<file path="src/rtl/genotype_field_parser_unit_assert.svh">
// ----------------------------------------------------------------------------
// Genotype field parser assertion macros
// Shared concurrent assertion forms, clocked on clk_i and off in reset.
// ----------------------------------------------------------------------------
`ifndef GENOTYPE_FIELD_PARSER_UNIT_ASSERT_SVH
`define GENOTYPE_FIELD_PARSER_UNIT_ASSERT_SVH

// Check a property at every rising edge outside reset
`define GFP_ASSERT(lbl, prop, msg) \
  lbl: assert property (@(posedge clk_i) disable iff (!rst_ni) prop) else $error(msg);

// Check that a condition never holds
`define GFP_NEVER(lbl, cond, msg) \
  `GFP_ASSERT(lbl, !(cond), msg)

`endif

</file>
<file path="src/rtl/gfp_pkg.sv">
// ----------------------------------------------------------------------------
// gfp_pkg
// Types, character codes and token helpers for the genotype field parser.
// ----------------------------------------------------------------------------
package gfp_pkg;

  // Default widths
  localparam int unsigned ALLELE_BITS_DEF = 32;
  localparam int unsigned COUNT_BITS_DEF  = 8;

  // Result queue depth (two results per word at most)
  localparam int unsigned RES_DEPTH = 4;

  // Character codes
  localparam logic [7:0] CH_COLON = 8'h3A;
  localparam logic [7:0] CH_SLASH = 8'h2F;
  localparam logic [7:0] CH_BAR   = 8'h7C;
  localparam logic [7:0] CH_DOT   = 8'h2E;
  localparam logic [7:0] CH_ZERO  = 8'h30;
  localparam logic [7:0] CH_NINE  = 8'h39;
  localparam logic [7:0] CH_TAB   = 8'h09;
  localparam logic [7:0] CH_CR    = 8'h0D;
  localparam logic [7:0] CH_SPACE = 8'h20;

  // Token length codes (saturating)
  localparam logic [1:0] TOK_EMPTY = 2'd0;
  localparam logic [1:0] TOK_ONE   = 2'd1;
  localparam logic [1:0] TOK_MANY  = 2'd2;

  // Result kinds
  localparam logic KIND_ALLELE  = 1'b0;
  localparam logic KIND_SUMMARY = 1'b1;

  // Field status
  typedef enum logic [1:0] {
    ST_OK     = 2'd0,
    ST_SYNTAX = 2'd1,
    ST_MIXED  = 2'd2
  } status_e;

  // Outcome of closing an allele token
  typedef struct packed {
    logic syntax;
    logic missing;
    logic called;
    logic emit;
  } tok_close_t;

  // Result queue write control; second is only set with first
  typedef struct packed {
    logic first;
    logic second;
  } res_push_t;

  // Classify a token at its separator
  function automatic tok_close_t close_token(logic [1:0] len, logic has_dot,
                                             logic lead_zero, logic syn_err);
    tok_close_t r;
    r = '0;
    if (len == TOK_EMPTY) begin
      r.syntax = 1'b1;
    end else if (len == TOK_ONE && has_dot) begin
      r.missing = 1'b1;
    end else if (len == TOK_MANY && (has_dot || lead_zero)) begin
      r.syntax = 1'b1;
    end else begin
      r.called = 1'b1;
      r.emit   = !syn_err;
    end
    return r;
  endfunction

endpackage

</file>
<file path="src/rtl/gfp_parser.sv">
// ----------------------------------------------------------------------------
// gfp_parser
// Per-byte field state and result formation: up to two result words per accepted byte.
// ----------------------------------------------------------------------------
`include "genotype_field_parser_unit_assert.svh"

module gfp_parser import gfp_pkg::*; #(
  parameter int unsigned ALLELE_BITS = ALLELE_BITS_DEF,
  parameter int unsigned COUNT_BITS  = COUNT_BITS_DEF,
  localparam int unsigned RES_W      = ALLELE_BITS + COUNT_BITS + 6
) (
  input  logic             clk_i,
  input  logic             rst_ni,
  input  logic             cfg_we_i,
  input  logic             cfg_wdata_i,
  input  logic             fire_i,
  input  logic [7:0]       char_i,
  input  logic             last_i,
  output res_push_t        push_o,
  output logic [RES_W-1:0] res0_o,
  output logic [RES_W-1:0] res1_o
);

  logic                   gt_present_q;
  logic                   in_gt_q, in_gt_d;
  logic                   nonempty_q, nonempty_d;
  logic                   syn_q, syn_d;
  logic [COUNT_BITS-1:0]  cnt_q, cnt_d;
  logic [1:0]             len_q, len_d;
  logic                   lz_q, lz_d;
  logic                   dot_q, dot_d;
  logic [ALLELE_BITS-1:0] acc_q, acc_d;
  logic                   slash_q, slash_d;
  logic                   bar_q, bar_d;
  logic                   miss_q, miss_d;
  logic                   called_q, called_d;

  tok_close_t             tc1, tc2;
  logic                   close1, gt_active;
  logic                   emit_a;
  logic [ALLELE_BITS-1:0] allele_v;
  logic [3:0]             digit;
  status_e                st;
  logic                   ph, am;
  logic [COUNT_BITS-1:0]  cnt_sum;
  logic [RES_W-1:0]       res_allele, res_sum;

  assign gt_active = in_gt_q && gt_present_q;
  // Digits '0' to '9' carry their value in the low nibble
  assign digit     = char_i[3:0];

  // Work out the next field state for this byte
  always_comb begin
    in_gt_d    = in_gt_q;
    nonempty_d = nonempty_q;
    syn_d      = syn_q;
    cnt_d      = cnt_q;
    len_d      = len_q;
    lz_d       = lz_q;
    dot_d      = dot_q;
    acc_d      = acc_q;
    slash_d    = slash_q;
    bar_d      = bar_q;
    miss_d     = miss_q;
    called_d   = called_q;
    tc1        = '0;
    tc2        = '0;
    close1     = 1'b0;
    emit_a     = 1'b0;
    allele_v   = '0;
    st         = ST_OK;
    ph         = 1'b0;
    am         = 1'b0;
    cnt_sum    = '0;

    // Byte itself
    if (char_i == CH_COLON) begin
      if (!nonempty_d) syn_d = 1'b1;
      if (cnt_d != '1) cnt_d = cnt_d + 1'b1;
      nonempty_d = 1'b0;
      close1     = gt_active;
      in_gt_d    = 1'b0;
    end else begin
      nonempty_d = 1'b1;
      if ((char_i >= CH_TAB && char_i <= CH_CR) || char_i == CH_SPACE) syn_d = 1'b1;
      if (gt_active) begin
        if (char_i == CH_SLASH || char_i == CH_BAR) begin
          close1 = 1'b1;
        end else if (char_i == CH_DOT) begin
          dot_d = 1'b1;
          if (len_d != TOK_MANY) len_d = len_d + 1'b1;
        end else if (char_i >= CH_ZERO && char_i <= CH_NINE) begin
          if (len_d == TOK_EMPTY) lz_d = (char_i == CH_ZERO);
          acc_d = (acc_d << 3) + (acc_d << 1)
                + {{(ALLELE_BITS-4){1'b0}}, digit};
          if (len_d != TOK_MANY) len_d = len_d + 1'b1;
        end else begin
          syn_d = 1'b1;
        end
      end
    end

    // Close the token at a separator or a colon
    if (close1) begin
      tc1      = close_token(len_d, dot_d, lz_d, syn_d);
      syn_d    = syn_d | tc1.syntax;
      miss_d   = miss_d | tc1.missing;
      called_d = called_d | tc1.called;
      if (tc1.emit) begin
        emit_a   = 1'b1;
        allele_v = acc_d;
      end
      len_d = TOK_EMPTY;
      lz_d  = 1'b0;
      dot_d = 1'b0;
      acc_d = '0;
      if (char_i == CH_SLASH) slash_d = 1'b1;
      if (char_i == CH_BAR)   bar_d   = 1'b1;
    end

    // End of field: close the last token and form the summary
    if (last_i) begin
      if (!nonempty_d) syn_d = 1'b1;
      if (cnt_d != '1) cnt_d = cnt_d + 1'b1;
      // Count reported in the summary, taken before the clear
      cnt_sum = cnt_d;
      if (in_gt_d && gt_present_q) begin
        tc2      = close_token(len_d, dot_d, lz_d, syn_d);
        syn_d    = syn_d | tc2.syntax;
        miss_d   = miss_d | tc2.missing;
        called_d = called_d | tc2.called;
        if (tc2.emit) begin
          emit_a   = 1'b1;
          allele_v = acc_d;
        end
      end
      if (syn_d) begin
        st = ST_SYNTAX;
      end else if (gt_present_q && ((slash_d && bar_d) || (miss_d && called_d))) begin
        st = ST_MIXED;
      end else begin
        st = ST_OK;
      end
      ph = (st == ST_OK) && gt_present_q && !slash_d;
      am = (st == ST_OK) && gt_present_q && miss_d && !called_d;

      // Return to the start-of-field state
      in_gt_d    = 1'b1;
      nonempty_d = 1'b0;
      syn_d      = 1'b0;
      cnt_d      = '0;
      len_d      = TOK_EMPTY;
      lz_d       = 1'b0;
      dot_d      = 1'b0;
      acc_d      = '0;
      slash_d    = 1'b0;
      bar_d      = 1'b0;
      miss_d     = 1'b0;
      called_d   = 1'b0;
    end
  end

  // Pack results: kind, allele, phased, all_missing, status, count, last
  assign res_allele = {KIND_ALLELE, allele_v, 1'b0, 1'b0, ST_OK,
                       {COUNT_BITS{1'b0}}, 1'b0};
  assign res_sum    = {KIND_SUMMARY, {ALLELE_BITS{1'b0}}, ph, am, st, cnt_sum, 1'b1};

  // Allele goes first when both results come from one byte
  assign push_o.first  = fire_i && (emit_a || last_i);
  assign push_o.second = fire_i && emit_a && last_i;
  assign res0_o        = emit_a ? res_allele : res_sum;
  assign res1_o        = res_sum;

  // Hold the genotype enable register
  always_ff @(posedge clk_i or negedge rst_ni) begin
    if (!rst_ni) begin
      gt_present_q <= 1'b1;
    end else if (cfg_we_i) begin
      gt_present_q <= cfg_wdata_i;
    end
  end

  // Advance the field state on each accepted byte
  always_ff @(posedge clk_i or negedge rst_ni) begin
    if (!rst_ni) begin
      in_gt_q    <= 1'b1;
      nonempty_q <= 1'b0;
      syn_q      <= 1'b0;
      cnt_q      <= '0;
      len_q      <= TOK_EMPTY;
      lz_q       <= 1'b0;
      dot_q      <= 1'b0;
      acc_q      <= '0;
      slash_q    <= 1'b0;
      bar_q      <= 1'b0;
      miss_q     <= 1'b0;
      called_q   <= 1'b0;
    end else if (fire_i) begin
      in_gt_q    <= in_gt_d;
      nonempty_q <= nonempty_d;
      syn_q      <= syn_d;
      cnt_q      <= cnt_d;
      len_q      <= len_d;
      lz_q       <= lz_d;
      dot_q      <= dot_d;
      acc_q      <= acc_d;
      slash_q    <= slash_d;
      bar_q      <= bar_d;
      miss_q     <= miss_d;
      called_q   <= called_d;
    end
  end

  `GFP_NEVER(a_allele_needs_gt, fire_i && emit_a && !gt_present_q, "allele with genotypes off")
  `GFP_NEVER(a_no_allele_after_err, fire_i && emit_a && syn_q, "allele after syntax error")
  `GFP_ASSERT(a_field_clears, fire_i && last_i |=> in_gt_q && !syn_q && cnt_q == '0, "field not cleared")

endmodule

</file>
<file path="src/rtl/gfp_res_queue.sv">
// ----------------------------------------------------------------------------
// gfp_res_queue
// Small result queue: up to two writes and one read per cycle.
// ----------------------------------------------------------------------------
`include "genotype_field_parser_unit_assert.svh"

module gfp_res_queue import gfp_pkg::*; #(
  parameter int unsigned WIDTH = 8
) (
  input  logic             clk_i,
  input  logic             rst_ni,
  input  res_push_t        push_i,
  input  logic [WIDTH-1:0] data0_i,
  input  logic [WIDTH-1:0] data1_i,
  output logic             room2_o,
  output logic             valid_o,
  input  logic             pop_i,
  output logic [WIDTH-1:0] data_o
);

  localparam int unsigned PTR_W = $clog2(RES_DEPTH);
  localparam int unsigned CNT_W = $clog2(RES_DEPTH + 1);

  logic [WIDTH-1:0] mem_q [RES_DEPTH];
  logic [PTR_W-1:0] wptr_q, wptr_d, rptr_q, rptr_d;
  logic [CNT_W-1:0] cnt_q, cnt_d;
  logic [CNT_W-1:0] n_push;
  logic             do_pop;

  assign n_push  = CNT_W'(push_i.first) + CNT_W'(push_i.second);
  assign valid_o = cnt_q != '0;
  assign do_pop  = pop_i && valid_o;
  assign room2_o = cnt_q <= CNT_W'(RES_DEPTH - 2);
  assign data_o  = mem_q[rptr_q];

  // Advance pointers and occupancy
  always_comb begin
    wptr_d = wptr_q + PTR_W'(n_push);
    rptr_d = rptr_q + PTR_W'(do_pop);
    cnt_d  = cnt_q + n_push - CNT_W'(do_pop);
  end

  always_ff @(posedge clk_i or negedge rst_ni) begin
    if (!rst_ni) begin
      wptr_q <= '0;
      rptr_q <= '0;
      cnt_q  <= '0;
    end else begin
      wptr_q <= wptr_d;
      rptr_q <= rptr_d;
      cnt_q  <= cnt_d;
    end
  end

  // Write up to two entries in order
  always_ff @(posedge clk_i) begin
    if (push_i.first) begin
      mem_q[wptr_q] <= data0_i;
    end
    if (push_i.second) begin
      mem_q[wptr_q + 1'b1] <= data1_i;
    end
  end

  `GFP_NEVER(a_no_overflow, cnt_q + n_push > CNT_W'(RES_DEPTH), "result queue overflow")
  `GFP_NEVER(a_second_alone, push_i.second && !push_i.first, "second write without first")
  `GFP_ASSERT(a_pop_count, rst_ni && do_pop && n_push == '0 |=> cnt_q == $past(cnt_q) - 1'b1, "pop count mismatch")

endmodule

</file>
<file path="src/rtl/genotype_field_parser_unit.sv">
// ----------------------------------------------------------------------------
// genotype_field_parser_unit
// Genotype field parser: bytes in, allele and summary results out.
// ----------------------------------------------------------------------------
// One byte is taken per clock cycle unless the input is stalled. Its state
// update is done in the cycle it is accepted and its results are visible in
// the next cycle from a four-entry result queue. A byte causes at most two
// results (an allele and, on the last byte, the field summary, in that
// order); the queue drains one result per cycle unless out_stall_i is high,
// so a field yielding more results than output cycles is paced by it. The
// input is stalled while fewer than two queue entries are free.
module genotype_field_parser_unit import gfp_pkg::*; #(
  parameter int unsigned ALLELE_BITS = ALLELE_BITS_DEF,
  parameter int unsigned COUNT_BITS  = COUNT_BITS_DEF
) (
  input  logic                   clk_i,
  input  logic                   rst_ni,
  input  logic                   cfg_we_i,
  input  logic                   cfg_wdata_i,
  input  logic                   in_valid_i,
  output logic                   in_stall_o,
  input  logic [7:0]             char_in_i,
  input  logic                   last_in_i,
  output logic                   out_valid_o,
  input  logic                   out_stall_i,
  output logic                   kind_o,
  output logic [ALLELE_BITS-1:0] allele_o,
  output logic                   phased_o,
  output logic                   all_missing_o,
  output logic [1:0]             status_o,
  output logic [COUNT_BITS-1:0]  value_count_o,
  output logic                   last_out_o
);

  localparam int unsigned RES_W = ALLELE_BITS + COUNT_BITS + 6;

  res_push_t        push;
  logic [RES_W-1:0] res0, res1, head;
  logic             room2, in_fire;

  assign in_stall_o = !room2;
  assign in_fire    = in_valid_i && room2;

  gfp_parser #(
    .ALLELE_BITS(ALLELE_BITS),
    .COUNT_BITS (COUNT_BITS)
  ) u_parser (
    .clk_i      (clk_i),
    .rst_ni     (rst_ni),
    .cfg_we_i   (cfg_we_i),
    .cfg_wdata_i(cfg_wdata_i),
    .fire_i     (in_fire),
    .char_i     (char_in_i),
    .last_i     (last_in_i),
    .push_o     (push),
    .res0_o     (res0),
    .res1_o     (res1)
  );

  gfp_res_queue #(
    .WIDTH(RES_W)
  ) u_queue (
    .clk_i  (clk_i),
    .rst_ni (rst_ni),
    .push_i (push),
    .data0_i(res0),
    .data1_i(res1),
    .room2_o(room2),
    .valid_o(out_valid_o),
    .pop_i  (!out_stall_i),
    .data_o (head)
  );

  // Unpack the head result
  assign last_out_o    = head[0];
  assign value_count_o = head[COUNT_BITS:1];
  assign status_o      = head[COUNT_BITS+2:COUNT_BITS+1];
  assign all_missing_o = head[COUNT_BITS+3];
  assign phased_o      = head[COUNT_BITS+4];
  assign allele_o      = head[COUNT_BITS+4+ALLELE_BITS:COUNT_BITS+5];
  assign kind_o        = head[RES_W-1];

endmodule

</file>
<file path="config.mk">
export PLATFORM = sky130hd
export DESIGN_NAME = genotype_field_parser_unit
export DESIGN_NICKNAME = d
export VERILOG_FILES = /design/src/rtl/gfp_pkg.sv /design/src/rtl/gfp_parser.sv /design/src/rtl/gfp_res_queue.sv /design/src/rtl/genotype_field_parser_unit.sv
export VERILOG_INCLUDE_DIRS = /design/src /design/src/rtl
export SDC_FILE = /design/constraint.sdc
export NUM_CORES = 1
export LEC_CHECK = 0
export ABC_CLOCK_PERIOD_IN_PS = 11000
export BUFFER_PORTS_ARGS = -buffer_cell sky130_fd_sc_hd__buf_4
export CAP_MARGIN = 15
export CORE_MARGIN = 4
export CORE_UTILIZATION = 40
export CTS_CLUSTER_SIZE = 8
export DETAILED_ROUTE_END_ITERATION = 8
export PLACE_DENSITY = 0.66
export SLEW_MARGIN = 20
export SYNTH_ARGS = -nofsm -noshare
export SYNTH_HDL_FRONTEND = slang
export SYNTH_SLANG_ARGS = --single-unit
</file>
<file path="constraint.sdc">
create_clock -name clk_i -period 11 [get_ports clk_i]
set_input_delay 2.2 -clock clk_i [delete_from_list [all_inputs] [get_ports clk_i]]
set_output_delay 2.2 -clock clk_i [all_outputs]
set_load 0.005 [all_outputs]
</file>
==> results of run 1 <==
==> cell usage after synthesis (4+ instances only) <==
library cell | number | area (um2)
nand2_1 | 100 | 375
nand3b_1 | 4 | 30.0
xnor2_1 | 16 | 140
o21ai_0 | 56 | 280
a31oi_1 | 5 | 31.3
o21a_1 | 7 | 52.6
a21oi_1 | 47 | 235
nand4_1 | 5 | 31.3
nand2b_1 | 9 | 56.3
nor2b_1 | 10 | 62.6
and3_1 | 8 | 50.1
xor2_1 | 15 | 131
o31ai_1 | 7 | 52.6
or3_1 | 4 | 25.0
ha_1 | 67 | 838
mux2i_1 | 12 | 120
nand4b_1 | 4 | 35.0
mux2_2 | 5 | 56.3
o211ai_1 | 10 | 75.1
dfrtp_1 | 57 | 1430
buf_4 | 11 | 82.6
nor2_1 | 52 | 195
o22ai_1 | 6 | 37.5
buf_2 | 9 | 45.0
a211oi_1 | 8 | 60.1
clkbuf_1 | 44 | 165
and2_1 | 9 | 56.3
a22o_1 | 113 | 990
edfxtp_1 | 48 | 1440
dfxtp_1 | 132 | 2640
mux4_2 | 45 | 1010
inv_1 | 27 | 101
a21o_1 | 8 | 60.1
nor3_1 | 66 | 330
o2bb2ai_1 | 40 | 350
nand3_1 | 18 | 90.1
o21bai_1 | 4 | 30.0
and4_1 | 4 | 35.0
==> stage by stage <==
stage               worst slack, ps  utilization [%]
floorplan                      4990                -
global placement               4490             43.2
detailed placement             4360             43.2
CTS                            4900             46.5
global route                   4560             46.5
finish                         4850             46.5
==> flip-flops by register name (all words and copies together), names as in the netlist <==
| register | count |
|---|---|
| u_parser.in_gt_q | 1 |
| u_queue.rptr_q | 2 |
| u_parser.acc_q | 32 |
| u_queue.mem_q | 180 |
| u_parser.miss_q | 1 |
| u_parser.dot_q | 1 |
| u_parser.lz_q | 1 |
| u_queue.cnt_q | 3 |
| u_parser.called_q | 1 |
| u_parser.bar_q | 1 |
| u_parser.len_q | 2 |
| u_parser.gt_present_q | 1 |
| u_parser.cnt_q | 8 |
| u_parser.nonempty_q | 1 |
| u_parser.slash_q | 1 |
| u_parser.syn_q | 1 |
| u_queue.wptr_q | 2 |
==> per-layer routing <==
layer	vias up	global-route usage, %	share of wire [%]
met2	268	30.0	46
li1	4511	-	-
met3	28	2.53	5.6
met4	0	4.84	1.5
met5	-	0	0
met1	4866	27.4	47
==> cell type report <==
cell class              instances  share of cell area, %
clock inverters                 2                  0.176
clock buffers                  53                   6.77
repair buffers                 76                   4.00
well taps                     396                   3.48
flip-flops and latches        239                   39.0
multi-input cells             817                   45.8
inverters                      27                  0.711
==> power breakdown <==
part / total [uW] / leakage [uW] / switching (uW) / internal (uW)
combinational: 603 / 0.00297 / 356 / 247
clock: 973 / 0.000475 / 374 / 599
sequential: 1010 / 0.00229 / 62.1 / 947
==> cells by family (layout without fill, tap and decap cells) <==
kind of cell / Yosys count / in the layout / synth area share [%]
DFF: 239 / 239 / 44.5
and+or+nand+nor: 312 / 312 / 12.4
buffers and inverters: 94 / 158 / 3.25
adders and majority gates: 70 / 70 / 7.19
muxes: 63 / 63 / 9.65
AOI/OAI and AO/OA: 340 / 340 / 20.6
xor gates and xnor gates: 32 / 32 / 2.30
==> worst max path at each step <==
stage,depth (start not counted),slack [ps],end,startpoint
3_3_place_gp,12,4490,u_queue.mem_q[3][8],char_in_i[7]
3_5_place_dp,12,4360,u_queue.mem_q[3][8],char_in_i[7]
2_1_floorplan,17,4990,u_queue.cnt_q[2],char_in_i[0]
6_report,12,4850,u_queue.mem_q[3][1],char_in_i[7]
4_1_cts,12,4900,u_queue.mem_q[3][1],char_in_i[7]
5_1_grt,12,4560,u_queue.mem_q[3][1],char_in_i[0]
==> worst reg2reg max path, delay by kind of cell (launching register included) <==
kind / cells / cell delay, ps
buf+inv: 2 / 750
compound gates: 5 / 1940
simple gates: 3 / 690
flops: 1 / 550
==> summary.txt, run 1 <==
Critical path
  • Buf+Inv Stages, Crit Path: 3
  • Largest fanout on the critical path: 33
  • Family with the most delay on the worst path: compound AO/OA/AOI/OAI gates
  • Crit-path slowest cell: a31oi_4
  • Worst Path Required: approximately 11000 ps
  • CP Cell Sequence: buf_4 > or4b_4 > o32ai_4 > nand4_2 > mux2_4 > o21a_1 > o21a_1 > a21oi_4 > nor3b_2 > buf_4 > a31oi_4 > inv_1
  • Crit Path Class: input pin to flop
  • RR Endpoint: u_queue.mem_q[3][1]
  • Worst EP arrival: roughly 6300 ps
  • Critical R2R Launch: u_parser.gt_present_q
  • Setup crit end kind: flop
  • CP Launch Type: input pin
  • Worst reg-to-reg setup slack: 6690 ps
  • Worst r2r path cells: 10
  • Max incr delay on CP: ~850 ps

Logic synthesis
  • Register area share after synthesis: 44.5%
  • Syn avg cell area: ~11 um2
  • Mapped Area: around 0.012 mm2
  • Post-synth EDFFs: 48
  • Main synth FF type: dfxtp_1
  • FFs w/ async S/R, synth: roughly 25%
  • Yosys warning total: 0
  • Post-Synthesis Cells: about 1200
  • Distinct cell type count after synthesis: between 70 and 80
  • Post-synthesis net count: 1235
  • Post-synthesis register bit count: 239

Floorplanning
  • Initial Util: 40.7%
  • Row Count: 64
  • Core ar.: 0.0307 mm2
  • Die Y: 185 um
  • Die footprint: approximately 0.034 mm2
  • Die Wd: 185 um
  • IO Pins: 63

Layout
  • Layout cells sized above 1: between 10% and 20%
  • Commonest non-fill, non-tap cell in the layout: dfxtp_1
  • Layout Nets: between 1000 and 1500
  • P&R area growth vs syn: 14.1%
  • Seq. cell area: 0.00557 mm2
  • Fillers: between 2000 and 3000
  • Final instance area: approximately 0.014 mm2
  • Antenna diode instance count: 0
  • Final non-filler cell total: approximately 1600
  • Multi-input gate area: about 0.0065 mm2
  • Most frequent cells in the layout: 132 x dfxtp_1, 113 x a22o_1, 99 x nand2_1

GRT
  • Gr ovfl total: 0
  • Largest net degree at the start of global routing: 60
  • Antenna violations before repair: 0
  • Gr usage total: about a fifth
  • Vias in the first global route: 9486
  • First-pass GRT wire length: ~52000 um

Routing
  • Total Routed Length: about 32000 um
  • DRT iter0 DRCs: between 700 and 800
  • DR pass1 iterations: 5
  • Drt wl/cell: around 20 um
  • Via Count: between 9000 and 10000
  • Vias per Instance: 6.01
  • DR DRC count: 0
  • Final ANT Viol Nets: 0

CTS
  • Clock transition at path regs: 50 ps
  • H-tree depth: 2
  • Hold Buf Count CTS: 0
  • Gates resized, CTS repair: 0
  • CTS Root Buffer Type: clkbuf_16
  • Post-CTS Repair Setup Buffers: 0
  • CTS tree: built
  • Worst skew pair latency: approximately 500 ps
  • Clk sinks: approximately 240
  • Num CTS Buffers: 35
  • Clock Path Buffers: 3

Hold path
  • Hold Startpoint: u_queue.mem_q[2][16]
  • Worst Hold Depth: 1
  • Worst min path class: flop to flop
  • Hold EP: u_queue.mem_q[2][16]

Timing
  • Fmax achieved: ~0.16 GHz
  • Period utilization: 55.9%
  • Clock skew: 14.2 ps
  • Fin crit period: approximately 6100 ps
  • Max_slew headroom: between 20 and 30%
  • Max Slew Vio Count: 0
  • Final hold vios: 0
  • Setup violations, final: 0
  • Worst Max-Slew Pin Slew: between 1000 and 1500 ps
  • Unrepaired setup endpoints after global routing: false
  • Hold_ws: 456 ps
  • Total Neg Setup Slack: 0 ps

Place
  • IO buf count: 62
  • Placed standard-cell area: about 0.013 mm2
  • Dpl hpwl: about 22000 um
  • Placed cell count: between 1500 and 2000
  • Routability congestion estimate from global placement: 0.847

Pwr
  • Total chip power: between 2000 and 3000 uW
  • Power per cell area: approximately 180 mW/mm2
  • VDD IR max: between 100 and 150 uV
  • Leak: between 0.005 and 0.006 uW

Flow run
  • Maxcap violations: 0

Run status
  • Outcome: finished, final reports clean
(Power assumes the default switching activity.)
==> run 2: changes to the inputs <==
- ABC_CLOCK_PERIOD_IN_PS: 11000 -> 6200
- clock period: 11 -> 6.2 ns (I/O delays scaled with it)
==> run 2 against run 1 <==
  * Critical path depth is 1 lower
  * Hold slack improved by 3.2 ps
  * Sequential share of layout area decreased by 0.10 points
  * Clock skew increased by 3.5 ps
  * Core utilization up 0.12 points
  * Design area rose by 0.26%
  * Critical path type unchanged
  * Power grew 78%
  * Largest cell class unchanged
==> summary.txt, run 2 (synthesis gave the netlist of run 1 again) <==
Routing
  • Total Routed Length: 32700 um (was 32500 um)
  • Final ANT Viol Nets: 0 (unchanged)
  • DRT iter0 DRCs: 710 (was 772)
  • Drt wl/cell: 20.3 um (was 20.2 um)
  • Vias per Instance: 6.02 (was 6.01)
  • Via Count: 9721 (was 9673)
  • DR DRC count: 0 (unchanged)
  • DR pass1 iterations: 5 (unchanged)

Flow run
  • Maxcap violations: 0 (unchanged)

GRT
  • Gr usage total: 19.1% (was 18.9%)
  • Most Crowded Layer GR: met2 (unchanged)
  • Antenna violations before repair: 0 (unchanged)
  • GR Util met1: 27.7% (was 27.4%)
  • Vias in the first global route: 9609 (was 9486)
  • Largest net degree at the start of global routing: 60 (unchanged)
  • Met2 usage in global routing: 30.3% (was 30.0%)
  • First-pass GRT wire length: 53000 um (was 52200 um)
  • Gr ovfl total: 0 (unchanged)
  • Met3 Usage GRT: 2.74% (was 2.53%)

Place
  • Pre-CTS setup slack: 1010 ps (was 4360 ps)
  • Routability congestion estimate from global placement: 0.907 (was 0.847)
  • Dpl hpwl: 22200 um (was 21600 um)
  • Placed cell count: 1561 (was 1555)
  • IO buf count: 62 (unchanged)

CTS
  • Clk sinks: 239 (unchanged)
  • Clock transition at path regs: 50 ps (about the same)
  • Clock Path Buffers: 3 (unchanged)
  • H-tree depth: 2 (unchanged)
  • CTS tree: built (unchanged)
  • Hold Buf Count CTS: 0 (unchanged)
  • CTS Root Buffer Type: clkbuf_16 (unchanged)
  • Post-CTS Repair Setup Buffers: 0 (unchanged)
  • Worst skew pair latency: 520 ps (was 500 ps)
  • Num CTS Buffers: 35 (unchanged)
  • Gates resized, CTS repair: 0 (unchanged)

Layout
  • Top flop regs: u_queue.mem_q x180, u_parser.acc_q x32, u_parser.cnt_q x8 (unchanged)
  • Final non-filler cell total: 1614 (was 1610)
  • P&R area growth vs syn: 14.4% (was 14.1%)
  • Layout cells sized above 1: 16.1% (was 15.7%)
  • Layout Nets: 1287 (was 1281)
  • Fillers: 2783 (was 2786)
  • Number of flip-flops in the largest register: 180 (unchanged)
  • Largest Register: u_queue.mem_q (unchanged)
  • Antenna diode instance count: 0 (unchanged)
  • Most frequent cells in the layout: 132 x dfxtp_1, 113 x a22o_1, 100 x nand2_1 (was 132 x dfxtp_1, 113 x a22o_1, 99 x nand2_1)
  • Commonest non-fill, non-tap cell in the layout: dfxtp_1 (unchanged)

Hold path
  • Worst min path class: flop to flop (unchanged)

Critical path
  • Crit Path Class: input pin to flop (unchanged)
  • Largest fanout on the critical path: 33 (unchanged)
  • Setup crit end kind: flop (unchanged)
  • CP Launch Type: input pin (unchanged)
  • Worst Path Required: 6370 ps (was 11110 ps)
  • Worst EP arrival: 4860 ps (was 6260 ps)

Floorplanning
  • Row Count: 64 (unchanged)
  • Die Y: 185 um (unchanged)
  • Die Wd: 185 um (unchanged)
  • Die footprint: 0.0341 mm2 (unchanged)
  • Core ar.: 0.0307 mm2 (unchanged)
  • IO Pins: 63 (unchanged)
  • Initial Util: 40.7% (unchanged)

Timing
  • Fmax achieved: ~0.21 GHz
  • Max Slew Vio Count: 0 (unchanged)
  • Max_slew headroom: 34.2% (was 27.4%)
  • Total Neg Setup Slack: 0 ps (unchanged)
  • Clock skew: 17.7 ps (was 14.2 ps)
  • Setup violations, final: 0 (unchanged)
  • Final hold vios: 0 (unchanged)
  • Fin crit period: roughly 4700 ps
  • Period utilization: between 70% and 80%
  • Worst Max-Slew Pin Slew: 978 ps (was 1080 ps)
  • Unrepaired setup endpoints after global routing: false (unchanged)
  • Fin worst setup slack: 1510 ps (was 4850 ps)

Pwr
  • Leak: 0.00576 uW (was 0.00574 uW)
  • Power per cell area: 321 mW/mm2 (was 181 mW/mm2)
  • VDD IR max: 219 uV (was 105 uV)

Run status
  • Outcome: finished, final reports clean (unchanged)
-- run 2: cell count changes in the layout (fill, tap and decap cells not counted) --
cell	delta
inv_16	+1
o311ai_0	-1
clkbuf_1	-2
o311ai_1	+1
clkinv_8	+1
clkbuf_16	-1
nand2_1	+1
inv_6	-1
buf_4	+6
nand2_2	-1
-- run 2: cell type report --
type / count / area (um2) / share of cell area, %
Clock buffer: 50 / 932 / 6.52
Inverter: 27 / 101 / 0.709
Tap cell: 396 / 495 / 3.47
Clock inverter: 3 / 52.6 / 0.368
Multi-Input combinational cell: 817 / 6530 / 45.7
Timing Repair Buffer: 82 / 616 / 4.31
Sequential cell: 239 / 5570 / 38.9
-- run 2: power breakdown --
group / total (uW) / internal [uW] / switching, uW
Combinational: 1060 / 441 / 619
Sequential: 1800 / 1680 / 121
Clock: 1730 / 1040 / 689
Total: 4590 / 3160 / 1430
-- run 2: worst max-delay path: stages --
cell      delay, ps
buf_4           160
or4bb_1         560
a211oi_1        380
nor3_1          210
and4_1          240
o21a_1          210
o21a_1          240
a21oi_4         350
or2_1           400
o21a_4          480
inv_1           380
-- run 2: per-stage QoR --
stage | power, uW | util [%] | cell area (um2) | hold slack, ps
2_1_floorplan | 2540 | - | 12500 | 420
3_3_place_gp | 2880 | 43.4 | 13300 | 435
3_5_place_dp | 2890 | 43.4 | 13300 | 443
4_1_cts | 4630 | 46.6 | 14300 | 458
5_1_grt | 4800 | 46.6 | 14300 | 472
6_report | 4590 | 46.6 | 14300 | 460
-- run 2: final timing paths --
check / from / endpoint / slack [ps] / depth (start not counted)
max in group asynchronous: rst_ni / u_queue.rptr_q[1] / 4800 / 1
setup reg to reg: u_parser.acc_q[0] / u_parser.acc_q[26] / 2330 / 11
setup / recovery: char_in_i[0] / u_queue.mem_q[1][5] / 1510 / 11
min in group asynchronous: rst_ni / u_parser.slash_q / 800 / 1
hold reg to reg: u_queue.mem_q[2][29] / u_queue.mem_q[2][29] / 460 / 1
hold / removal: u_queue.mem_q[2][29] / u_queue.mem_q[2][29] / 460 / 1
-- run 2: layer usage --
metal | share of wire, % | up-vias
met4 | 2.0 | 0
li1 | - | 4519
met5 | 0 | -
met3 | 6.1 | 52
met2 | 46 | 299
met1 | 46 | 4851
==> run 3: changes to the inputs <==
- ABC_AREA: unset -> 1
- ABC_CLOCK_PERIOD_IN_PS: 6200 -> 4800
- clock period: 6.2 -> 4.8 ns (I/O delays scaled with it)
==> run 3 against run 2 <==
  * Critical path depth is 9 higher
  * First-iteration DRC count is 60% higher
  * Design area is 10% higher
  * Cell count is 51% higher
  * Sequential share of layout area is 3.7 points lower
  * Combinational power grew to 2.6 times the previous value
  * Non-clock buffer count is 11 higher
==> summary.txt, run 3 <==
Logic synthesis
  • Post-synth EDFFs: 48 (unchanged)
  • Post-Synthesis Cells: 1935 (was 1150)
  • Main synth FF type: dfxtp_1 (unchanged)
  • Syn avg cell area: 7.23 um2 (was 10.9 um2)
  • Largest area contributor in the netlist: dfxtp_1 (unchanged)
  • Mapped Area: 0.0140 mm2 (was 0.0125 mm2)
  • Most frequent cell after synthesis: nand2_1 (was dfxtp_1)
  • Post-synthesis net count: 2020 (was 1235)
  • Top cells by area, synth: dfxtp_1 19%, nand2_1 14%, edfxtp_1 10%, dfrtp_1 10%, nand3_1 7.9% (was dfxtp_1 21%, edfxtp_1 12%, dfrtp_1 11%, mux4_2 8.1%, a22o_1 7.9%)
  • FFs w/ async S/R, synth: 24.7% (unchanged)
  • Synth top area share: 18.9% (was 21.2%)
  • Post-synthesis register bit count: 239 (unchanged)
  • Synth cell count leaders: 511 x nand2_1, 221 x nand3_1, 187 x nor2_1 (was 132 x dfxtp_1, 113 x a22o_1, 100 x nand2_1)
  • Distinct cell type count after synthesis: 49 (was 79)
  • Yosys warning total: 0 (unchanged)
  • Register area share after synthesis: 39.8% (was 44.5%)

Routing
  • Met2 wire length: 19000 um (was 14900 um)
  • Drt wl/cell: 17.3 um (was 20.3 um)
  • DR DRC count: 0 (unchanged)
  • Met3 WL: 2800 um (was 1980 um)
  • Vias per Instance: 5.41 (was 6.02)
  • DR pass1 iterations: 5 (unchanged)
  • DRT iter0 DRCs: 1134 (was 710)
  • Via Count: 13200 (was 9721)
  • Total Routed Length: 42000 um (was 32700 um)
  • M1 WL: 19700 um (was 15200 um)
  • Top routing layer used: met4 (unchanged)
  • Final ANT Viol Nets: 0 (unchanged)

Layout
  • Fillers: 3559 (was 2783)
  • Final non-filler cell total: 2435 (was 1614)
  • Top flop regs: u_queue.mem_q x180, u_parser.acc_q x32, u_parser.cnt_q x8 (unchanged)
  • Largest Register: u_queue.mem_q (unchanged)
  • Commonest non-fill, non-tap cell in the layout: nand2_1 (was dfxtp_1)
  • P&R area growth vs syn: 12.9% (was 14.4%)
  • Layout cells sized above 1: 9.40% (was 16.1%)
  • Most frequent cells in the layout: 511 x nand2_1, 221 x nand3_1, 186 x nor2_1 (was 132 x dfxtp_1, 113 x a22o_1, 100 x nand2_1)
  • Layout Nets: 2044 (was 1287)
  • Number of flip-flops in the largest register: 180 (unchanged)

CTS
  • Worst skew pair latency: 500 ps (was 520 ps)
  • CTS tree: built (unchanged)
  • Clock transition at path regs: 50 ps (about the same)
  • Gates resized, CTS repair: 0 (unchanged)
  • Clk sinks: 239 (unchanged)
  • Clock Path Buffers: 3 (unchanged)
  • CTS Root Buffer Type: clkbuf_16 (unchanged)
  • H-tree depth: 2 (unchanged)
  • Post-CTS Repair Setup Buffers: 0 (unchanged)
  • Hold Buf Count CTS: 0 (unchanged)
  • Num CTS Buffers: 35 (unchanged)

Place
  • Routability congestion estimate from global placement: 0.921 (was 0.907)
  • Placed cell count: 2377 (was 1561)
  • Pre-CTS setup slack: 621 ps (was 1010 ps)
  • IO buf count: 62 (unchanged)
  • Dpl hpwl: 27500 um (was 22200 um)

Timing
  • Setup violations, final: 0 (unchanged)
  • Max Slew Vio Count: 0 (unchanged)
  • Worst Max-Slew Pin Slew: 1020 ps (was 978 ps)
  • Period utilization: 77.6%
  • Total Neg Setup Slack: 0 ps (unchanged)
  • Unrepaired setup endpoints after global routing: false (unchanged)
  • Clock skew: 14.9 ps (was 17.7 ps)
  • Fin worst setup slack: 1080 ps (was 1510 ps)
  • Final hold vios: 0 (unchanged)
  • Fmax achieved: around 0.27 GHz
  • Max_slew headroom: 32.2% (was 34.2%)
  • Fin crit period: 3720 ps

Critical path
  • Critical R2R Launch: u_parser.gt_present_q (was u_parser.acc_q[0])
  • Buf+Inv Stages, Crit Path: 4 (was 2)
  • CP Launch Type: input pin (unchanged)
  • Setup crit end kind: flop (unchanged)
  • Most frequent CP cell: nor2_2 (was o21a_1)
  • Worst EP arrival: 4140 ps (was 4860 ps)
  • Largest fanout on the critical path: 5 (was 33)
  • Crit Path Class: input pin to flop (unchanged)
  • Worst r2r path cells: 19 (was 11)
  • Family with the most delay on the worst path: simple AND/OR/NAND/NOR gates (was compound AO/OA/AOI/OAI gates)
  • Worst Path Required: 5220 ps (was 6370 ps)
  • Worst reg-to-reg setup slack: 1190 ps (was 2330 ps)
  • Max incr delay on CP: 430 ps (was 560 ps)
  • RR Endpoint: u_queue.cnt_q[2] (was u_parser.acc_q[26])
  • Crit-path slowest cell: fa_1 (was or4bb_1)
  • CP Cell Sequence: buf_4 > inv_2 > nand2_1 > nor2_1 > nand2_1 > or2_1 > nand3_1 > nand3_1 > nor2_2 > nor2_2 > nand3_2 > inv_2 > nor2_2 > nor3_1 > ha_1 > inv_1 > ha_1 > fa_1 > xnor2_1 > xor2_1 (was buf_4 > or4bb_1 > a211oi_1 > nor3_1 > and4_1 > o21a_1 > o21a_1 > a21oi_4 > or2_1 > o21a_4 > inv_1)

Hold path
  • Hold EP: u_queue.mem_q[2][36] (was u_queue.mem_q[2][29])
  • Worst Hold Depth: 2 (was 1)
  • Hold Startpoint: u_queue.mem_q[2][36] (was u_queue.mem_q[2][29])
  • Worst min path class: flop to flop (unchanged)

Floorplanning
  • Core ar.: 0.0345 mm2 (was 0.0307 mm2)
  • Initial Util: 40.5% (was 40.7%)
  • IO Pins: 63 (unchanged)
  • Die Y: 195 um (was 185 um)
  • Die footprint: 0.0380 mm2 (was 0.0341 mm2)
  • Row Count: 68 (was 64)
  • Die Wd: 195 um (was 185 um)

Flow run
  • Maxcap violations: 0 (unchanged)

Pwr
  • Leak: 0.00736 uW (was 0.00576 uW)
  • Power per cell area: 465 mW/mm2 (was 321 mW/mm2)
  • VDD IR max: 347 uV (was 219 uV)

Run status
  • Outcome: finished, final reports clean (unchanged)

GRT
  • Gr usage total: 21.6% (was 19.1%)
  • Antenna violations before repair: 0 (unchanged)
  • Vias in the first global route: 12600 (was 9609)
  • Largest net degree at the start of global routing: 92 (was 60)
  • Gr ovfl total: 0 (unchanged)
  • First-pass GRT wire length: 67700 um (was 53000 um)
==> run 3: cell count changes after synthesis, moves of 112 or more <==
cell,delta
nor2_1,+135
nand2_1,+411
inv_1,+114
nand3_1,+203
o21ai_0,+122
a22o_1,-112
==> run 3: routing by layer <==
metal / track usage, % / vias up
li1: - / 6506
met1: 31.0 / 6202
met2: 34.9 / 419
met3: 2.76 / 48
met4: 4.97 / 0
met5: 0 / -
==> run 3: cell type report <==
type,count,area (um2),area share [%]
Antenna cell,1,2.50,0.0158
Tap cell,455,569,3.61
Timing Repair Buffer,93,711,4.50
Clock inverter,2,25.0,0.158
Inverter,156,586,3.71
Clock buffer,55,972,6.16
Multi-Input combinational cell,1434,7360,46.6
Sequential cell,239,5560,35.2
==> run 3: how the worst max path moves through the flow <==
stage	to	slack (ps)	cells after the start	startpoint
after floorplan	u_queue.cnt_q[2]	830	20	char_in_i[6]
after global placement	u_queue.cnt_q[2]	760	20	char_in_i[5]
after detailed placement	u_queue.cnt_q[2]	620	20	char_in_i[6]
after CTS	u_queue.cnt_q[2]	1140	21	char_in_i[5]
after global routing	u_queue.cnt_q[2]	830	20	char_in_i[5]
final	u_queue.cnt_q[2]	1080	20	char_in_i[6]
==> run 3: power by group <==
group | total (uW) | internal (uW) | switching, uW
sequential | 2340 | 2230 | 110
combinational | 2750 | 967 | 1780
clock | 2260 | 1380 | 878
total | 7340 | 4580 | 2770
==> run 3: stage by stage <==
| step | hold WS (ps) | power [uW] | area (um2) | utilization (%) |
|---|---|---|---|---|
| floorplan | 440 | 3990 | 14000 | - |
| global placement | 450 | 5070 | 14800 | 42.8 |
| detailed placement | 454 | 5100 | 14800 | 42.8 |
| CTS | 461 | 7380 | 15800 | 45.7 |
| global route | 477 | 7770 | 15800 | 45.7 |
| finish | 460 | 7340 | 15800 | 45.7 |
==> run 3: worst min-delay path: cells and delay by family (launching register included) <==
kind / cells / cell delay [ps]
DFF: 1 / 300
and+or+nand+nor: 2 / 110
==> run 3: cells by family (layout without fill, tap and decap cells) <==
family	count (synthesis)	count (layout)	synth area share (%)
other	0	1	0
XOR/XNOR	28	28	1.75
adder cells (fa/ha/maj)	70	70	6.43
multiplexers	3	3	0.224
AND/OR/NAND/NOR	1015	1015	31.6
flip-flops	239	239	39.8
AO/OA/AOI/OAI	318	318	12.6
buffers and inverters	262	306	7.61
